<file path="config.mk">
export PLATFORM = sky130hd
export DESIGN_NAME = soa_ram
export DESIGN_NICKNAME = d
export VERILOG_FILES = /design/src/soa_ram.sv
export SDC_FILE = /design/constraint.sdc
export NUM_CORES = 1
export LEC_CHECK = 0
export BUFFER_PORTS_ARGS = -buffer_cell sky130_fd_sc_hd__buf_2
export CORE_ASPECT_RATIO = 0.9
export CORE_UTILIZATION = 40
export DETAILED_ROUTE_END_ITERATION = 7
export MAX_ROUTING_LAYER = met4
export SLEW_MARGIN = 20
export SYNTH_ARGS = -nofsm -noshare
export SYNTH_HDL_FRONTEND = slang
export SYNTH_SLANG_ARGS = --single-unit
</file>
<file path="constraint.sdc">
create_clock -name clock -period 5.65 [get_ports clock]
set_input_delay 1.4125 -clock clock [delete_from_list [all_inputs] [get_ports clock]]
set_output_delay 1.4125 -clock clock [all_outputs]
set_load 0.05 [all_outputs]
</file>
<file path="src/soa_ram.sv">
`timescale 1ns / 1ps
// Simple dual-port synchronous RAM: one write port, one read port with
// registered read data. No package dependency.
module soa_ram #(
   parameter int ADDR_W = 6,
   parameter int DATA_W = 8
) (
   input  logic              clock,
   input  logic              wr_en,
   input  logic [ADDR_W-1:0] wr_addr,
   input  logic [DATA_W-1:0] wr_data,
   input  logic [ADDR_W-1:0] rd_addr,
   output logic [DATA_W-1:0] rd_data
);

   logic [DATA_W-1:0] mem [2**ADDR_W];

   // Write port
   always_ff @(posedge clock) begin
      if (wr_en) begin
         mem[wr_addr] <= wr_data;
      end
   end

   // Read port, registered read data
   always_ff @(posedge clock) begin
      rd_data <= mem[rd_addr];
   end

endmodule

</file>
# Word-level counts from Yosys, hierarchy flattened
# Memories as Yosys holds them, arrays and structs flattened. A register that Yosys moved wholly into a read port is not among the register bits.
# Cells that the tools add are included.
[word_totals] mem_bits_rw=512 romBits=0 reg_bits=0 input_bits=22 output_inout_bits=8 latchBits=0 n_memories=1
[memory_table] name="mem" depth=64 width=8 rd=1 rd_clocked_by_memory_dff=1 wr=1 line="16" rtl="logic [DATA_W-1:0] mem [2**ADDR_W];"
[op_classes] n_lt_le_gt_ge=0 n_bitwise=0 div_mod_pow=0 multipliers=0 eq_ne=0 n_mux=2 n_reduce_logical=0 addsub=0 n_shift=0
[ops] operator="1-bit 2-to-1 mux" n=2

# Logic depth before layout (Yosys ltp)
[logic_depth] word_depth=2 mapped_depth=9 ltp_nobuf=5

# Worst setup path after synthesis
# No wires, ideal clock.
[synth_path] kind="in2reg" startpoint="input rd_addr[1]" endpoint="register rd_data[3], read port of mem" path_buffers=3 required_ns=5.522 path_slack_ns=2.570 arrival_time_ns=2.952 cell_stages=7 cell_sequence="buf_4 buf_2 buf_2 mux4_2 mux4_2 o21ai_1 o41ai_1"
[synth_lines] item="from (decl)" line="12" rtl="input logic [ADDR_W-1:0] rd_addr,"
[synth_lines] item="to (decl)" line="13" rtl="output logic [DATA_W-1:0] rd_data"

==> metrics.md <==
| Metric | Value |
|---|---|
| Final hold vios | 0 |
| Placeable core region | just under 0.05 mm² |
| Peak Freq | 267 MHz |
| TritonCTS clock tree | yes |
| Maxcap violations | 0 |
| Largest cells by area after synthesis | edfxtp_1 (76%), mux4_2 (14%), nor2_1 (1.5%) |
| Hold Path Depth | 3 |
| Commonest non-fill, non-tap cells in the layout | edfxtp_1 (512), mux4_2 (126), nor2_1 (83), clkbuf_16 (51), mux2i_1 (23) |
| Post-Layout Cell Count | 1700 |
| CP Max Fanout | 63 |
| Max-slew violation count | 0 |
| Fillers | between 4000 and 5000 |
| Sequential-to-total area share from yosys stat | between 70 and 80% |
| Grt ovf | 0 |
| Status | complete, no violations |
| Multi-input logic area | 0.00432 mm² |
| Die height | roughly 220 µm |
| Hold Crit Class | flop to flop |
| Hold Path Sink | rd_data[4]$_DFF_P_ |
| GPL Wtd Cong | approximately 0.8 |
| Synth area leader | edfxtp_1 |
| Routed WL | roughly 45000 µm |
| DP Area | around 0.021 mm² |
| FF/Latch Area | approximately 0.016 mm² |
| Crit path launch | rd_addr[0] |
| Min-delay src | mem[26][4]$_DFFE_PP_ |
| Vias per cell | about 5.6 |
| Die W | ~240 µm |
| First-pass DRT Iterations | 5 |
| Cell Chain, Critical Path | clkbuf_8 > mux4_2 > mux2_2 > o221a_2 > nor3_1 > o32ai_1 |
| Total negative slack | 0 ns |
| Vias in the first global route | ~9600 |
| Area of the mapped netlist | 0.0202 mm² |
| Commonest register cell after synthesis | edfxtp_1 |
| Worst r2r src | mem[21][6]$_DFFE_PP_ |
| Row count | between 70 and 80 |
| Bufs and invs on worst path | 1 |
| Crit-path max cell delay | around 0.65 ns |
| Skew-Pair Late Insertion Delay | between 0.5 and 0.6 ns |
| DRT iter0 DRCs | 1142 |
| Top delay family on crit path | multiplexers |
| Worst Tran Pin Value | a little under 1 ns |
| CTS H-tree depth | 2 |
| Setup Buffers After CTS | 0 |
| LEAKAGE | 6.92 nW |
| Post-CTS Resized | 0 |
| Cts bufs inserted | 50 |
| Nets@finish | slightly above 1000 |
| Largest net degree at the start of global routing | 65 |
| Synthesized instance count | 940 |
| Share of the synthesized area in the top cell type | between 70% and 80% |
| Mapped Nets | 962 |
| Area growth syn-to-layout | 12.0% |
| CTS root buf | clkbuf_16 |
| Antenna violations before repair | 4 |
| Final setup fails | 0 |
| Commonest non-fill, non-tap cell in the layout | edfxtp_1 |
| Synth Register Bits | 520 |
| Dpl hpwl | 27200 µm |
| Hold_buf cts | 0 |
| Avg Synthesized Cell Area | 21.5 µm² |
| WS Path Type | input port to flop |
| Vias | roughly 9400 |
| CTS sink cnt | 520 |
| RR Endpoint | rd_data[6]$_DFF_P_ |
| Share of cells above drive strength 1 | 24.5% |
| Tmin final | ~3.8 ns |
| Slew HR | around a third |
| Reg2reg path depth | 5 |
| FFs w/ async S/R, synth | 0% |
| Startpoint types | input port |
| Synth cell types | 40 |
| Worst R2R Setup Slack | approximately 3.2 ns |
| Starting Density | 40.8% |
| DRC Markers | 0 |
| Power density cells | around 350 mW/mm² |
| Synth warnings | 0 |
| Crit path capture type | flop |
| Die area | between 0.05 and 0.06 mm² |
| PortBufs | 29 |
| CP required | between 6 and 7 ns |
| Final Cell Area | around 0.023 mm² |
| RSZ-0062 raised after global routing | no |
| First-pass GRT wire length | approximately 67000 µm |
| Ports | 30 |
| Dpl cells | roughly 1600 |
| Skew final | 0.0140 ns |
| EDFF count, synth | ~510 |
| Clock tree buffer depth | 3 |
| Clk pin slew, worst setup/hold paths | ~0.06 ns |
| Final ANT Viol Nets | 0 |
| Slowest stage cell, crit path | nor3_1 |
| Gr usage total | about a fifth |
| VDD IR-drop max | 0.269 mV |
| Crit path DAT | between 4 and 5 ns |
| Period Utilization, post-route | between 60% and 70% |
| WL/cell | roughly 27 µm |
[how the worst max path moves through the flow]
stage,endpoint,slack [ns],depth (start not counted)
after floorplan,rd_data[3]$_DFF_P_,2.57,7
after global placement,rd_data[6]$_DFF_P_,1.39,6
after detailed placement,rd_data[6]$_DFF_P_,1.40,6
after CTS,rd_data[6]$_DFF_P_,1.97,6
after global routing,rd_data[6]$_DFF_P_,1.84,6
final,rd_data[6]$_DFF_P_,1.90,6
[logic make-up after synthesis]
group                  after synthesis  share of synthesized area (%)
DFF                                520                           77.0
muxes                              162                           15.9
and+or+nand+nor                    153                           3.39
AOI/OAI and AO/OA                   54                           2.07
buffers and inverters               51                           1.57
[through the flow]
stage	utilization (%)	hold WS, ns	setup WS (ns)	power [mW]
finish	45.7	0.854	1.90	7.95
global route	45.7	0.905	1.84	8.16
CTS	45.6	0.853	1.97	8.00
detailed placement	42.5	0.837	1.40	4.79
global placement	42.5	0.830	1.39	4.78
floorplan	-	0.718	2.57	4.61
[flip-flops by register name (all words and copies together), names as in the netlist]
signal and flops:
mem 512, rd_data 8
[worst min-delay path: cells and delay by family (launching register included)]
kind            cells  cell delay [ns]
compound gates      1             0.21
flops               1             0.31
mux                 1             0.22
simple gates        1             0.06
[synthesized netlist by cell type (all sizes together), types with 2 or more instances]
cell type	instances
edfxtp	512
mux4	126
nor2	83
buf	34
mux2i	23
nand2	19
clkbuf	17
nor2b	14
mux2	13
nand3	13
dfxtp	8
o221ai	8
o22ai	8
nand2b	7
nor3	7
a221oi	6
a211oi	4
o21ai	4
a21oi	3
a22oi	3
nand3b	3
o2111ai	3
o2bb2ai	3
a2111oi	2
nand4	2
nor4	2
o21a	2
o221a	2
o32ai	2
o41ai	2
[layer usage]
| metal | wire (µm) | GRT usage (%) | vias up |
|---|---|---|---|
| met5 | 0 | - | - |
| met4 | 648 | 3.61 | 0 |
| met3 | 3350 | 3.71 | 57 |
| met2 | 20500 | 26.8 | 318 |
| met1 | 20800 | 27.7 | 5051 |
| li1 | - | - | 4021 |
[final cells by class]
type / count / share of cell area (%)
well taps: 671 / 3.72
clock inverters: 29 / 1.16
diodes: 6 / 0.0665
flip-flops and latches: 520 / 68.8
multi-input cells: 369 / 19.1
repair buffers: 45 / 1.34
clock buffers: 60 / 5.80
[power by group]
| part | switching, mW | leakage [nW] | internal, mW |
|---|---|---|---|
| sequential | 0.0163 | 4.67 | 4.27 |
| combinational | 0.269 | 1.48 | 0.144 |
| clock | 1.38 | 0.766 | 1.87 |
| total | 1.67 | 6.92 | 6.29 |
Power figures use the tool's default switching activity.
